**config.mk**
```make
export PLATFORM = sky130hd
export DESIGN_NAME = wav_header_check_pcm_gain
export DESIGN_NICKNAME = d
export VERILOG_FILES = /design/src/hdl/wavhc_pkg.sv /design/src/hdl/wavhc_front.sv /design/src/hdl/wavhc_fifo.sv /design/src/hdl/wavhc_back.sv /design/src/hdl/wav_header_check_pcm_gain.sv
export SDC_FILE = /design/constraint.sdc
export NUM_CORES = 2
export LEC_CHECK = 0
export ABC_CLOCK_PERIOD_IN_PS = 18100
export BUFFER_PORTS_ARGS = -buffer_cell sky130_fd_sc_hd__buf_2
export CORE_UTILIZATION = 50
export CTS_CLUSTER_SIZE = 14
export DETAILED_ROUTE_END_ITERATION = 8
export PLACE_DENSITY = 0.76
export SYNTH_ARGS = -nofsm -noshare
export SYNTH_HDL_FRONTEND = slang
export SYNTH_SLANG_ARGS = --single-unit
```
**constraint.sdc**
```tcl
create_clock -name clk -period 18.1 [get_ports clk]
set_clock_uncertainty 0.05 [all_clocks]
set_input_delay 3.62 -clock clk [delete_from_list [all_inputs] [get_ports clk]]
set_output_delay 3.62 -clock clk [all_outputs]
set_load 0.02 [all_outputs]
```
**src/hdl/wavhc_pkg.sv**
```systemverilog
// ----------------------------------------------------------------------------
// wavhc_pkg
// Shared types and constants for the WAV header check and PCM gain block.
// ----------------------------------------------------------------------------
package wavhc_pkg;

  localparam logic [31:0] ID_RIFF = 32'h4646_4952;
  localparam logic [31:0] ID_WAVE = 32'h4556_4157;
  localparam logic [31:0] ID_FMT  = 32'h2074_6D66;
  localparam logic [31:0] ID_DATA = 32'h6174_6164;
  localparam logic [15:0] UNITY_PERCENT = 16'd100;

  typedef enum logic [3:0] {
    ST_PARSING   = 4'd0,
    ST_VALID     = 4'd1,
    ST_BAD_RIFF  = 4'd2,
    ST_SIZE_MISM = 4'd3,
    ST_BAD_WAVE  = 4'd4,
    ST_BAD_FMTID = 4'd5,
    ST_BAD_FMTSZ = 4'd6,
    ST_NOT_PCM   = 4'd7,
    ST_BAD_DATA  = 4'd8
  } status_t;

  localparam logic CFG_TOTAL_SIZE = 1'b0;
  localparam logic CFG_VOLUME     = 1'b1;

  // Work item handed from the front to the back end.
  typedef struct packed {
    logic        is_sample;  // scale sample_raw, else pass raw_byte
    logic        wide;       // 32-bit sample
    logic [31:0] sample_raw;
    logic [7:0]  raw_byte;
    logic [3:0]  status;
  } work_t;

endpackage

```
**src/hdl/wavhc_front.sv**
```systemverilog
// ----------------------------------------------------------------------------
// wavhc_front
// Header parser and sample gatherer: turns bytes into work items.
// ----------------------------------------------------------------------------
module wavhc_front (
  input  logic                    clk,
  input  logic                    rst,
  input  logic                    in_valid,
  input  logic [7:0]              in_byte,
  input  logic [31:0]             total_size,
  input  logic [15:0]             volume_percent,
  output logic                    wk_valid,
  output wavhc_pkg::work_t        wk
);
  import wavhc_pkg::*;

  typedef enum logic [3:0] {
    PH_RIFF, PH_RSIZE, PH_WAVE, PH_FMTID, PH_FMTSZ, PH_BODY,
    PH_DATAID, PH_DSIZE, PH_DATA, PH_PASS
  } phase_t;

  phase_t      phase, phase_next;
  logic [31:0] pos;
  logic [3:0]  status, status_next;
  logic [31:0] gather, gather_next;
  logic [4:0]  fmt_len, fmt_len_next;
  logic [5:0]  swidth, swidth_next;
  logic [31:0] left, left_next;
  logic [31:0] sbuf, sbuf_next;
  logic [2:0]  scnt, scnt_next;
  logic        emit_s;
  logic [31:0] off;
  logic [2:0]  nb;
  logic        scale;
  logic [32:0] size_sum;

  assign nb    = swidth[5] ? 3'd4 : 3'd2;
  assign scale = (swidth != 6'd0) && (volume_percent != UNITY_PERCENT);
  assign off   = pos - 32'd20;

  // Parse step
  always_comb begin
    phase_next   = phase;
    status_next  = status;
    gather_next  = gather;
    fmt_len_next = fmt_len;
    swidth_next  = swidth;
    left_next    = left;
    sbuf_next    = sbuf;
    scnt_next    = scnt;
    emit_s       = 1'b0;
    size_sum     = {1'b0, gather_next} + 33'd8;
    if (phase < PH_DATA) begin
      gather_next = {in_byte, gather[31:8]};
    end
    size_sum = {1'b0, gather_next} + 33'd8;
    unique case (phase)
      PH_RIFF: if (pos == 32'd3) begin
        if (gather_next != ID_RIFF) begin
          status_next = ST_BAD_RIFF; phase_next = PH_PASS;
        end else phase_next = PH_RSIZE;
      end
      PH_RSIZE: if (pos == 32'd7) begin
        if (size_sum != {1'b0, total_size}) begin
          status_next = ST_SIZE_MISM; phase_next = PH_PASS;
        end else phase_next = PH_WAVE;
      end
      PH_WAVE: if (pos == 32'd11) begin
        if (gather_next != ID_WAVE) begin
          status_next = ST_BAD_WAVE; phase_next = PH_PASS;
        end else phase_next = PH_FMTID;
      end
      PH_FMTID: if (pos == 32'd15) begin
        if (gather_next != ID_FMT) begin
          status_next = ST_BAD_FMTID; phase_next = PH_PASS;
        end else phase_next = PH_FMTSZ;
      end
      PH_FMTSZ: if (pos == 32'd19) begin
        if (gather_next == 32'd16 || gather_next == 32'd18) begin
          fmt_len_next = gather_next[4:0];
          phase_next   = PH_BODY;
        end else begin
          status_next = ST_BAD_FMTSZ; phase_next = PH_PASS;
        end
      end
      PH_BODY: begin
        if (off == 32'd1 && gather_next[31:16] != 16'd1) begin
          status_next = ST_NOT_PCM; phase_next = PH_PASS;
        end else begin
          if (off == 32'd15) begin
            swidth_next = (gather_next[31:16] == 16'd16 || gather_next[31:16] == 16'd32)
                          ? gather_next[21:16] : 6'd0;
          end
          if (off + 32'd1 == {27'd0, fmt_len}) phase_next = PH_DATAID;
        end
      end
      PH_DATAID: if (pos == 32'd23 + {27'd0, fmt_len}) begin
        if (gather_next != ID_DATA) begin
          status_next = ST_BAD_DATA; phase_next = PH_PASS;
        end else begin
          status_next = ST_VALID; phase_next = PH_DSIZE;
        end
      end
      PH_DSIZE: if (pos == 32'd27 + {27'd0, fmt_len}) begin
        left_next  = gather_next;
        phase_next = (gather_next != 32'd0) ? PH_DATA : PH_PASS;
      end
      PH_DATA: begin
        left_next = left - 32'd1;
        if (scale && !(scnt == 3'd0 && left < {29'd0, nb})) begin
          sbuf_next = {in_byte, sbuf[31:8]};
          scnt_next = scnt + 3'd1;
          if (scnt + 3'd1 == nb) begin
            scnt_next = 3'd0;
            emit_s    = 1'b1;
          end
        end
        if (left_next == 32'd0) phase_next = PH_PASS;
      end
      default: phase_next = PH_PASS;
    endcase
  end

  // State registers and work item
  always_ff @(posedge clk) begin
    if (rst) begin
      phase    <= PH_RIFF;
      pos      <= '0;
      status   <= ST_PARSING;
      gather   <= '0;
      fmt_len  <= '0;
      swidth   <= '0;
      left     <= '0;
      sbuf     <= '0;
      scnt     <= '0;
      wk_valid <= 1'b0;
    end else begin
      wk_valid <= 1'b0;
      if (in_valid) begin
        phase    <= phase_next;
        if (pos != 32'hFFFF_FFFF) pos <= pos + 32'd1;
        status   <= status_next;
        gather   <= gather_next;
        fmt_len  <= fmt_len_next;
        swidth   <= swidth_next;
        left     <= left_next;
        sbuf     <= sbuf_next;
        scnt     <= scnt_next;
        // a gathering beat without completion produces nothing
        wk_valid <= emit_s || !(phase == PH_DATA && scale &&
                     !(scnt == 3'd0 && left < {29'd0, nb}));
      end
    end
  end

  always_ff @(posedge clk) begin
    if (in_valid) begin
      wk.is_sample  <= emit_s;
      wk.wide       <= swidth[5];
      wk.sample_raw <= sbuf_next;
      wk.raw_byte   <= in_byte;
      wk.status     <= status_next;
    end
  end

  assert property (@(posedge clk) disable iff (rst)
    (phase == PH_PASS) |=> (phase == PH_PASS))
    else $error("left pass-through phase");
  assert property (@(posedge clk) disable iff (rst)
    (status != ST_PARSING && status != ST_VALID) |=> $stable(status))
    else $error("error status changed");
  assert property (@(posedge clk) disable iff (rst)
    (in_valid && emit_s) |=> wk_valid)
    else $error("sample completion lost");
endmodule

```
**src/hdl/wavhc_fifo.sv**
```systemverilog
// ----------------------------------------------------------------------------
// wavhc_fifo
// Small work queue between front and back end.
// ----------------------------------------------------------------------------
module wavhc_fifo #(
  parameter int DEPTH = 4
) (
  input  logic             clk,
  input  logic             rst,
  input  logic             wr,
  input  wavhc_pkg::work_t wdata,
  input  logic             rd,
  output logic             nonempty,
  output logic [$clog2(DEPTH+1)-1:0] count,
  output wavhc_pkg::work_t rdata
);
  import wavhc_pkg::*;
  localparam int AW = (DEPTH > 1) ? $clog2(DEPTH) : 1;

  work_t          mem [DEPTH];
  logic [AW-1:0]  wp, rp;

  assign nonempty = (count != '0);
  assign rdata    = mem[rp];

  // Pointers and occupancy
  always_ff @(posedge clk) begin
    if (rst) begin
      wp <= '0; rp <= '0; count <= '0;
    end else begin
      if (wr) wp <= (wp == AW'(DEPTH - 1)) ? '0 : wp + 1'b1;
      if (rd) rp <= (rp == AW'(DEPTH - 1)) ? '0 : rp + 1'b1;
      count <= count + (wr ? 1'b1 : 1'b0) - (rd ? 1'b1 : 1'b0);
    end
  end

  always_ff @(posedge clk) begin
    if (wr) mem[wp] <= wdata;
  end

  assert property (@(posedge clk) disable iff (rst)
    !(wr && !rd && count == ($clog2(DEPTH+1))'(DEPTH)))
    else $error("queue overflow");
  assert property (@(posedge clk) disable iff (rst) !(rd && count == '0))
    else $error("queue underflow");
  assert property (@(posedge clk) disable iff (rst)
    (wr && !rd) |=> (count == $past(count) + 1'b1))
    else $error("count not advanced");
endmodule

```
**src/hdl/wavhc_back.sv**
```systemverilog
// ----------------------------------------------------------------------------
// wavhc_back
// Scales samples by percent/100 with saturation; serializes them and raw bytes.
// ----------------------------------------------------------------------------
module wavhc_back (
  input  logic             clk,
  input  logic             rst,
  input  logic             q_nonempty,
  input  wavhc_pkg::work_t q_data,
  output logic             q_rd,
  input  logic [15:0]      volume_percent,
  output logic             empty,
  input  logic             pop,
  output logic [7:0]       out_byte,
  output logic             out_last,
  output logic [3:0]       parse_status
);
  import wavhc_pkg::*;

  // stage 1: product; stage 2: upper quotient digit of x/100; stage 3: lower
  // digit, saturation and output.
  // x = xh*2^24 + xl, xh = 100*qh + rh, so x/100 = qh*2^24 + (rh*2^24 + xl)/100.
  // Each partial divide is floor(z*RECIP/2^37), exact for z < 2^32.
  localparam logic [30:0] RECIP = 31'd1374389535; // ceil(2^37/100)

  logic        s1_v, s2_v, s3_v;
  logic        s1_wide, s2_wide;
  logic        s1_samp, s2_samp;
  logic [7:0]  s1_raw, s2_raw;
  logic [3:0]  s1_st, s2_st;
  logic        s1_neg, s2_neg;
  logic [47:0] s1_mag;          // |s| * percent, < 2^47
  logic [17:0] s2_qh;
  logic [6:0]  s2_rh;
  logic [23:0] s2_xl;
  logic [31:0] s3_word;
  logic [2:0]  s3_left, s3_idx;
  logic        s3_wide;
  logic [3:0]  s3_st;
  logic        adv;
  logic [31:0] s_val, s_abs;
  logic        neg_in;
  logic [23:0] xh;
  logic [54:0] hprod;
  logic [17:0] qh;
  logic [23:0] rh_full;
  logic [30:0] zlo;
  logic [61:0] lprod;
  logic [23:0] ql;
  logic [47:0] quo;
  logic [48:0] sv;
  logic [31:0] sat;

  // pipeline moves when output stage can take a new item
  assign adv  = !s3_v || (pop && s3_left == 3'd1);
  assign q_rd = q_nonempty && adv;

  assign s_val  = q_data.wide ? q_data.sample_raw : {{16{q_data.sample_raw[31]}},
                                                     q_data.sample_raw[31:16]};
  assign neg_in = s_val[31];
  assign s_abs  = neg_in ? (32'd0 - s_val) : s_val;

  // Stage 1: magnitude times percent
  always_ff @(posedge clk) begin
    if (rst) s1_v <= 1'b0;
    else if (adv) s1_v <= q_rd;
  end
  always_ff @(posedge clk) begin
    if (adv) begin
      s1_wide <= q_data.wide;
      s1_samp <= q_data.is_sample;
      s1_raw  <= q_data.raw_byte;
      s1_st   <= q_data.status;
      s1_neg  <= neg_in;
      s1_mag  <= 48'(s_abs) * 48'(volume_percent);
    end
  end

  // Stage 2: upper quotient digit and its remainder
  assign xh      = s1_mag[47:24];
  assign hprod   = 55'(xh) * 55'(RECIP);
  assign qh      = hprod[54:37];
  assign rh_full = xh - 24'(qh * 18'd100);

  always_ff @(posedge clk) begin
    if (rst) s2_v <= 1'b0;
    else if (adv) s2_v <= s1_v;
  end
  always_ff @(posedge clk) begin
    if (adv) begin
      s2_wide <= s1_wide; s2_samp <= s1_samp; s2_raw <= s1_raw;
      s2_st <= s1_st; s2_neg <= s1_neg;
      s2_qh <= qh; s2_rh <= rh_full[6:0]; s2_xl <= s1_mag[23:0];
    end
  end

  // Lower quotient digit
  assign zlo   = {s2_rh, s2_xl};
  assign lprod = 62'(zlo) * 62'(RECIP);
  assign ql    = lprod[60:37];
  assign quo   = {6'd0, s2_qh, ql};

  // Saturation of signed quotient
  always_comb begin
    sv = s2_neg ? (49'd0 - {1'b0, quo}) : {1'b0, quo};
    if (s2_wide) begin
      if (!s2_neg && quo > 48'h7FFF_FFFF)       sat = 32'h7FFF_FFFF;
      else if (s2_neg && quo > 48'h8000_0000)   sat = 32'h8000_0000;
      else                                      sat = sv[31:0];
    end else begin
      if (!s2_neg && quo > 48'h7FFF)            sat = 32'h0000_7FFF;
      else if (s2_neg && quo > 48'h8000)        sat = 32'h0000_8000;
      else                                      sat = {16'd0, sv[15:0]};
    end
  end

  // Stage 3: byte serializer
  always_ff @(posedge clk) begin
    if (rst) begin
      s3_v <= 1'b0; s3_left <= '0; s3_idx <= '0;
    end else if (adv) begin
      s3_v    <= s2_v;
      s3_idx  <= '0;
      s3_left <= !s2_samp ? 3'd1 : (s2_wide ? 3'd4 : 3'd2);
    end else if (pop && s3_v) begin
      s3_left <= s3_left - 3'd1;
      s3_idx  <= s3_idx + 3'd1;
    end
  end
  always_ff @(posedge clk) begin
    if (adv) begin
      s3_word <= s2_samp ? sat : {24'd0, s2_raw};
      s3_wide <= s2_wide;
      s3_st   <= s2_st;
    end
  end

  assign empty        = !s3_v;
  assign out_byte     = s3_word[8*s3_idx[1:0] +: 8];
  assign out_last     = (s3_left == 3'd1);
  assign parse_status = s3_st;

  assert property (@(posedge clk) disable iff (rst) s3_v |-> (s3_left != 3'd0))
    else $error("empty run on output");
  assert property (@(posedge clk) disable iff (rst)
    (s3_v && !s3_wide) |-> (s3_idx < 3'd2))
    else $error("short sample overrun");
  assert property (@(posedge clk) disable iff (rst)
    (pop && s3_v && !out_last) |=> s3_v)
    else $error("run cut short");
endmodule

```
**src/hdl/wav_header_check_pcm_gain.sv**
```systemverilog
// ----------------------------------------------------------------------------
// wav_header_check_pcm_gain
// WAV header check with PCM volume scaling, one byte per beat.
// Path: a byte goes via the front work register, queue and back stages 1 to 3.
// Throughput: one byte per cycle in while full is low; a scaled sample
// leaves 2 or 4 bytes, one per cycle while popped, set by the serializer.
// Reset: rst synchronous, clears parser, queue and pipeline; volume 100.
// ----------------------------------------------------------------------------
module wav_header_check_pcm_gain (
  input  logic        clk,
  input  logic        rst,
  input  logic        push,
  output logic        full,
  input  logic [7:0]  in_byte,
  output logic        empty,
  input  logic        pop,
  output logic [7:0]  out_byte,
  output logic        out_last,
  output logic [3:0]  parse_status,
  input  logic        cfg_valid,
  output logic        cfg_ready,
  input  logic        cfg_index,
  input  logic [31:0] cfg_data
);
  import wavhc_pkg::*;

  logic [31:0] total_size;
  logic [15:0] volume_percent;
  logic        wk_valid, q_ne, q_rd, acc;
  work_t       wk, q_data;
  logic [3:0]  q_cnt;

  assign cfg_ready = 1'b1;
  // room for this beat plus the one in flight in the front end's work register
  assign full = (q_cnt >= 4'd6);
  assign acc  = push && !full;

  // Configuration registers
  always_ff @(posedge clk) begin
    if (rst) begin
      total_size     <= '0;
      volume_percent <= UNITY_PERCENT;
    end else if (cfg_valid) begin
      unique case (cfg_index)
        CFG_TOTAL_SIZE: total_size     <= cfg_data;
        CFG_VOLUME:     volume_percent <= cfg_data[15:0];
        default: ;
      endcase
    end
  end

  wavhc_front u_front (
    .clk, .rst, .in_valid(acc), .in_byte, .total_size, .volume_percent,
    .wk_valid, .wk
  );

  wavhc_fifo #(.DEPTH(8)) u_fifo (
    .clk, .rst, .wr(wk_valid), .wdata(wk), .rd(q_rd),
    .nonempty(q_ne), .count(q_cnt), .rdata(q_data)
  );

  wavhc_back u_back (
    .clk, .rst, .q_nonempty(q_ne), .q_data, .q_rd, .volume_percent,
    .empty, .pop, .out_byte, .out_last, .parse_status
  );

  assert property (@(posedge clk) disable iff (rst) acc |=> !$past(full))
    else $error("accepted while full");
endmodule
```
---- Yosys cells after proc, flatten, opt, wreduce, memory -nomap -nowiden ----
Memories as Yosys holds them, arrays and structs flattened. A register that Yosys moved wholly into a read port is not among the register bits.
Cells that the tools add are included.
cells by class
  add/subtract/negate cells ............... 17
  multipliers ............................. 4
  divide/modulo/power cells ............... 0
  magnitude comparators ................... 7
  eq/ne operators ......................... 43
  shift operators ......................... 1
  multiplexer cells ....................... 64
  bitwise logic cells ..................... 3
  reduce and logical (&&, ||, !) cells .... 41
operator list
  operator                                              number
  2-to-1 mux 32 bit                                     10
  2-to-1 mux 4 bit                                      29
  == test 32 x 4 -> 1 bit, second input constant        3
  == test 32 x 5 -> 1 bit, second input constant        3
  != test 32 x 31 -> 1 bit, second input constant       3
  adder 32 x 1 -> 32 bit, second input constant         2
  == test 32 bit                                        2
  case mux 32 bit (2 select lines)                      1
  subtractor 1 x 32 -> 32 bit, first input constant     2
  multiplier 31 x 31 -> 61 bit, second input constant   1
  multiplier 24 x 31 -> 55 bit, second input constant   1
  multiplier 32 x 16 -> 48 bit                          1
  > comparator 42 x 15 -> 1 bit, second input constant  1
  > comparator 42 x 16 -> 1 bit, second input constant  1
  > comparator 42 x 31 -> 1 bit, second input constant  1
  > comparator 42 x 32 -> 1 bit, second input constant  1
  case mux 4 bit (9 select lines)                       1
  adder 32 x 4 -> 33 bit, second input constant         1
  != test 33 x 32 -> 1 bit                              1
  == test 32 x 1 -> 1 bit, second input constant        1
  == test 32 x 2 -> 1 bit, second input constant        1
  == test 32 x 3 -> 1 bit, second input constant        1
  == test 32 x 5 -> 1 bit                               1
  logical NOT 32 bit                                    1
  50 further kinds                                      110
word-level totals
  register bits ........................... 427
  bits in latches ......................... 0
  memory bits (writable) .................. 368
  ROM bits ................................ 0
  input port bits ......................... 46
  output and inout port bits .............. 16
  logic and storage cells ................. 223
  memories kept ........................... 1
memories
  memory      depth  bits a word  read ports  clocked after Yosys merged registers in  wr ports  RTL line          source
  u_fifo.mem  8      46           1           1                                        1         wavhc_fifo.sv:20  work_t mem [DEPTH];

---- Depth between registers and ports, before layout ----
  word-level depth ........................ 8
  gate-level depth with buffers ........... 42

---- By module ----
Synthesis repeated with hierarchy kept, for this count alone.
unflattened totals
  cells, all modules ...................... 7704
  area, all modules ....................... 81642.1 µm²
modules (own cells, without submodules)
  module                     times used  cells each  area each (µm²)
  wavhc_back                 1           5135        50923.8
  wavhc_fifo                 1           602         14704.1
  wavhc_front                1           1764        13919.6
  wav_header_check_pcm_gain  1           203         2094.5

---- Worst setup path after synthesis ----
Ideal clock, no wire load.
  kind .................................... register -> register
  start ................................... register (tool-made name)
  end ..................................... register u_back.s1_mag[44], data pin
  setup time .............................. 0.259 ns
  arrival time ............................ 9.904 ns
  required time ........................... 17.791 ns
  path slack .............................. 7.887 ns
  cell stages (with the launch flop) ...... 41
  period minus slack after synthesis ...... 10.213 ns
  cell sequence ........................... dfxtp_1 buf_2 clkbuf_1 buf_2 buf_1 buf_1 mux2i_1 a21boi_0 clkbuf_1 inv_1 ha_1 nand2_1 nor3b_1 a21oi_1 xor2_1 clkbuf_1 nand2_1 fa_1 [... 5 more ...] fa_1 inv_1 fa_1 inv_1 fa_1 ha_1 a21o_1 a21o_1 a221oi_1 a21boi_0 o31a_1 o21a_1 o31ai_1 a311o_1 a21oi_1 o21bai_1 a21oi_1 xnor2_1
RTL lines
  item                    RTL line          source
  end signal: assignment  wavhc_back.sv:75  s1_mag <= 48'(s_abs) * 48'(volume_percent);
  end: declaration        wavhc_back.sv:32  logic [47:0] s1_mag;

==> results.txt <==
Clock latency on the worst-skew pair = 0.77 ns
Vias in the first global route = 58657
DRC violations left = 0
Total Wirelength = 215000 um
CP endpoint kind = flip-flop
Critical Path Source Type = flip-flop
# nets final = 9521
Post-Syn Instances = 7676
Final Setup Violations = 0
I/O pins = 62
Most common cell after layout, fill and taps aside = inv_1
Share of cells above drive strength 1 = 7.15%
Register area = 0.0217 mm2
Hold Path Sink = u_back.s2_samp
Worst EP required = 18.55 ns
Hold path cells = 0
Register area share after synthesis = 27.0%
Number of post-CTS setup repair buffers = 0
CP arrival = 12.28 ns
F_max = 84.5 MHz
Clk sinks = 797
CTS tree = built
Initial antenna violation count = 6
Drt pass-1 iters = 6
Register clock-pin slew on the reported worst setup and hold paths = 0.06 ns
Hold buffers post-CTS = 0
Max Cap Viol = 0
Critical-path maximum fanout = 36
Period utilization = 65.4%
Capturing point of the worst reg2reg path = u_back.s1_mag[47]
FP Rows = 146
Syn Nets = 9566
Die area = 0.163 mm2
GP Congestion = 1.03
Status = completed
Die height = 403 um
First-pass GRT wire length = 335000 um
Die W = 403 um
Routed len/inst = 21.9 um
DR vias = 56510
HP Class = flip-flop to flip-flop
Final hold vios = 0
Yosys warning count = 0
Area of the multi-input gates = 0.0522 mm2
Post-CTS Resized = 0
Slew HR = 28.6%
Fillers = 13440
Final HPWL DP = 166000 um
PortBufs = 60
Layout area overhead = 6.93%
Post-Syn Area = 0.0805 mm2
Area of the core = 0.159 mm2
Global route total overflow = 0
Synth Register Bits = 797
Most frequent cells in the layout = 1458 x inv_1, 1046 x fa_1, 798 x ha_1
Final Max Slew Viols = 0
Post-synth top flop = edfxtp_1
Vias per std cell = 5.74
Iter 0 DRT Violations = 5357
Clock root cell = clkbuf_16
Synth cell types = 120
Syn avg cell area = 10.5 um2
Number of H-tree levels = 3
Antenna-violating nets left = 0
Least-Margin Pin Slew = 1.07 ns
Asr flop ratio synth = 0%
TNS Setup = 0 ns
Crit-path most repeated cell = fa_1
Largest net degree at the start of global routing = 124
EDFF count, synth = 577
RSZ-0062 raised after global routing = no
Max stage delay on crit path = 0.71 ns
Clock buffer depth = 3
FF-to-FF path depth = 37
GRT Total Usage = 26.8%
Tmin final = 11.84 ns
Starting Density = 50.6%
CTS Buf Count = 86
Critical path type = flip-flop to flip-flop
Reg2Reg Setup Slack = 6.26 ns
Slowest stage cell, crit path = buf_4
Hold_sp = u_back.s1_samp
==> metal layers <==
| metal | wire [um] | share of wire [%] | global-route usage [%] |
|---|---|---|---|
| met1 | 87000 | 40 | 35.2 |
| met4 | 8710 | 4.0 | 10.2 |
| met2 | 101000 | 47 | 43.8 |
| met5 | 11 | 0.0051 | 0 |
| met3 | 18600 | 8.6 | 5.40 |
==> area by class of cell <==
cell class / count / share of cell area, %
Antenna cell: 2 / 0.00582
Clock buffer: 109 / 2.69
Clock inverter: 53 / 0.769
Inverter: 1463 / 6.39
Multi-Input combinational cell: 5139 / 60.6
Sequential cell: 797 / 25.3
Tap cell: 2146 / 3.12
Timing Repair Buffer: 144 / 1.10
==> synth_stat cells (all sizes together) (23+ instances only) <==
cell | count | area share (%)
xor2 | 102 | 1.1
dfxtp | 220 | 5.5
nand3 | 154 | 0.97
nand2 | 727 | 3.4
nand4 | 57 | 0.46
mux2 | 64 | 0.90
nor2 | 326 | 1.5
and3 | 52 | 0.40
a211oi | 75 | 0.71
xnor2 | 166 | 1.8
edfxtp | 577 | 22
inv | 1461 | 6.8
nand2b | 36 | 0.28
nand3b | 23 | 0.21
a21oi | 313 | 2.0
and2 | 173 | 1.3
buf | 67 | 0.47
o21ai | 172 | 1.1
mux4 | 100 | 2.8
or3 | 32 | 0.27
nor4 | 53 | 0.48
a21o | 72 | 0.67
mux2i | 70 | 0.91
nor3 | 115 | 0.73
clkbuf | 210 | 0.98
ha | 798 | 12
fa | 1046 | 26
o21a | 26 | 0.24
nor2b | 29 | 0.23
==> logic make-up after synthesis <==
kind of cell | after synthesis | synth area share (%)
other | 1 | 0.00466
multiplexers | 234 | 4.60
buffers and inverters | 1740 | 8.27
adder cells (fa/ha/maj) | 1844 | 38.4
flip-flops | 797 | 27.0
AND/OR/NAND/NOR | 1870 | 11.2
AO/OA/AOI/OAI | 922 | 7.50
XOR/XNOR | 268 | 2.94
==> sequential cells by signal (all words and copies together) (netlist names), 8 cells and up, named ones only <==
name            flops
u_fifo.mem        368
u_back.s1_mag      48
u_front.wk         46
total_size         32
u_back.s3_word     32
u_front.gather     32
u_front.left       32
u_front.pos        32
u_front.sbuf       32
u_back.s2_xl       24
u_back.s2_qh       18
volume_percent     16
u_back.s1_raw       8
u_back.s2_raw       8
==> through the flow <==
step / setup slack (ns) / instance area (um2) / utilization [%] / hold slack (ns) / cells
5_1_grt: 5.46 / 86000 / 54.1 / 0.345 / 9851
4_1_cts: 6.20 / 86000 / 54.1 / 0.342 / 9851
3_5_place_dp: 6.19 / 83100 / 52.2 / 0.355 / 9689
3_3_place_gp: 6.44 / 83100 / 52.2 / 0.352 / 9689
6_report: 6.26 / 86000 / 54.1 / 0.346 / 9853
2_1_floorplan: 7.89 / 80500 / - / 0.350 / 7676
==> how the worst max path moves through the flow <==
stage,startpoint,to,depth (start not counted)
3_5_place_dp,flip-flop,u_back.s1_mag[47],37
4_1_cts,flip-flop,u_back.s1_mag[47],37
2_1_floorplan,flip-flop,u_back.s1_mag[44],40
6_report,flip-flop,u_back.s1_mag[47],37
3_3_place_gp,flip-flop,u_back.s1_mag[47],36
5_1_grt,flip-flop,u_back.s1_mag[47],36
==> critical path: cells and delay by family (launching register included) <==
kind / cells / cell delay, ns
buffers and inverters: 7 / 1.85
AND/OR/NAND/NOR: 8 / 2.38
flip-flops: 1 / 0.66
multiplexers: 2 / 0.80
adder cells (fa/ha/maj): 8 / 3.52
AO/OA/AOI/OAI: 10 / 2.01
XOR/XNOR: 2 / 0.24
Power is not shown: default switching activity piles up to over one toggle a cycle in this logic, so the estimate is an artifact.
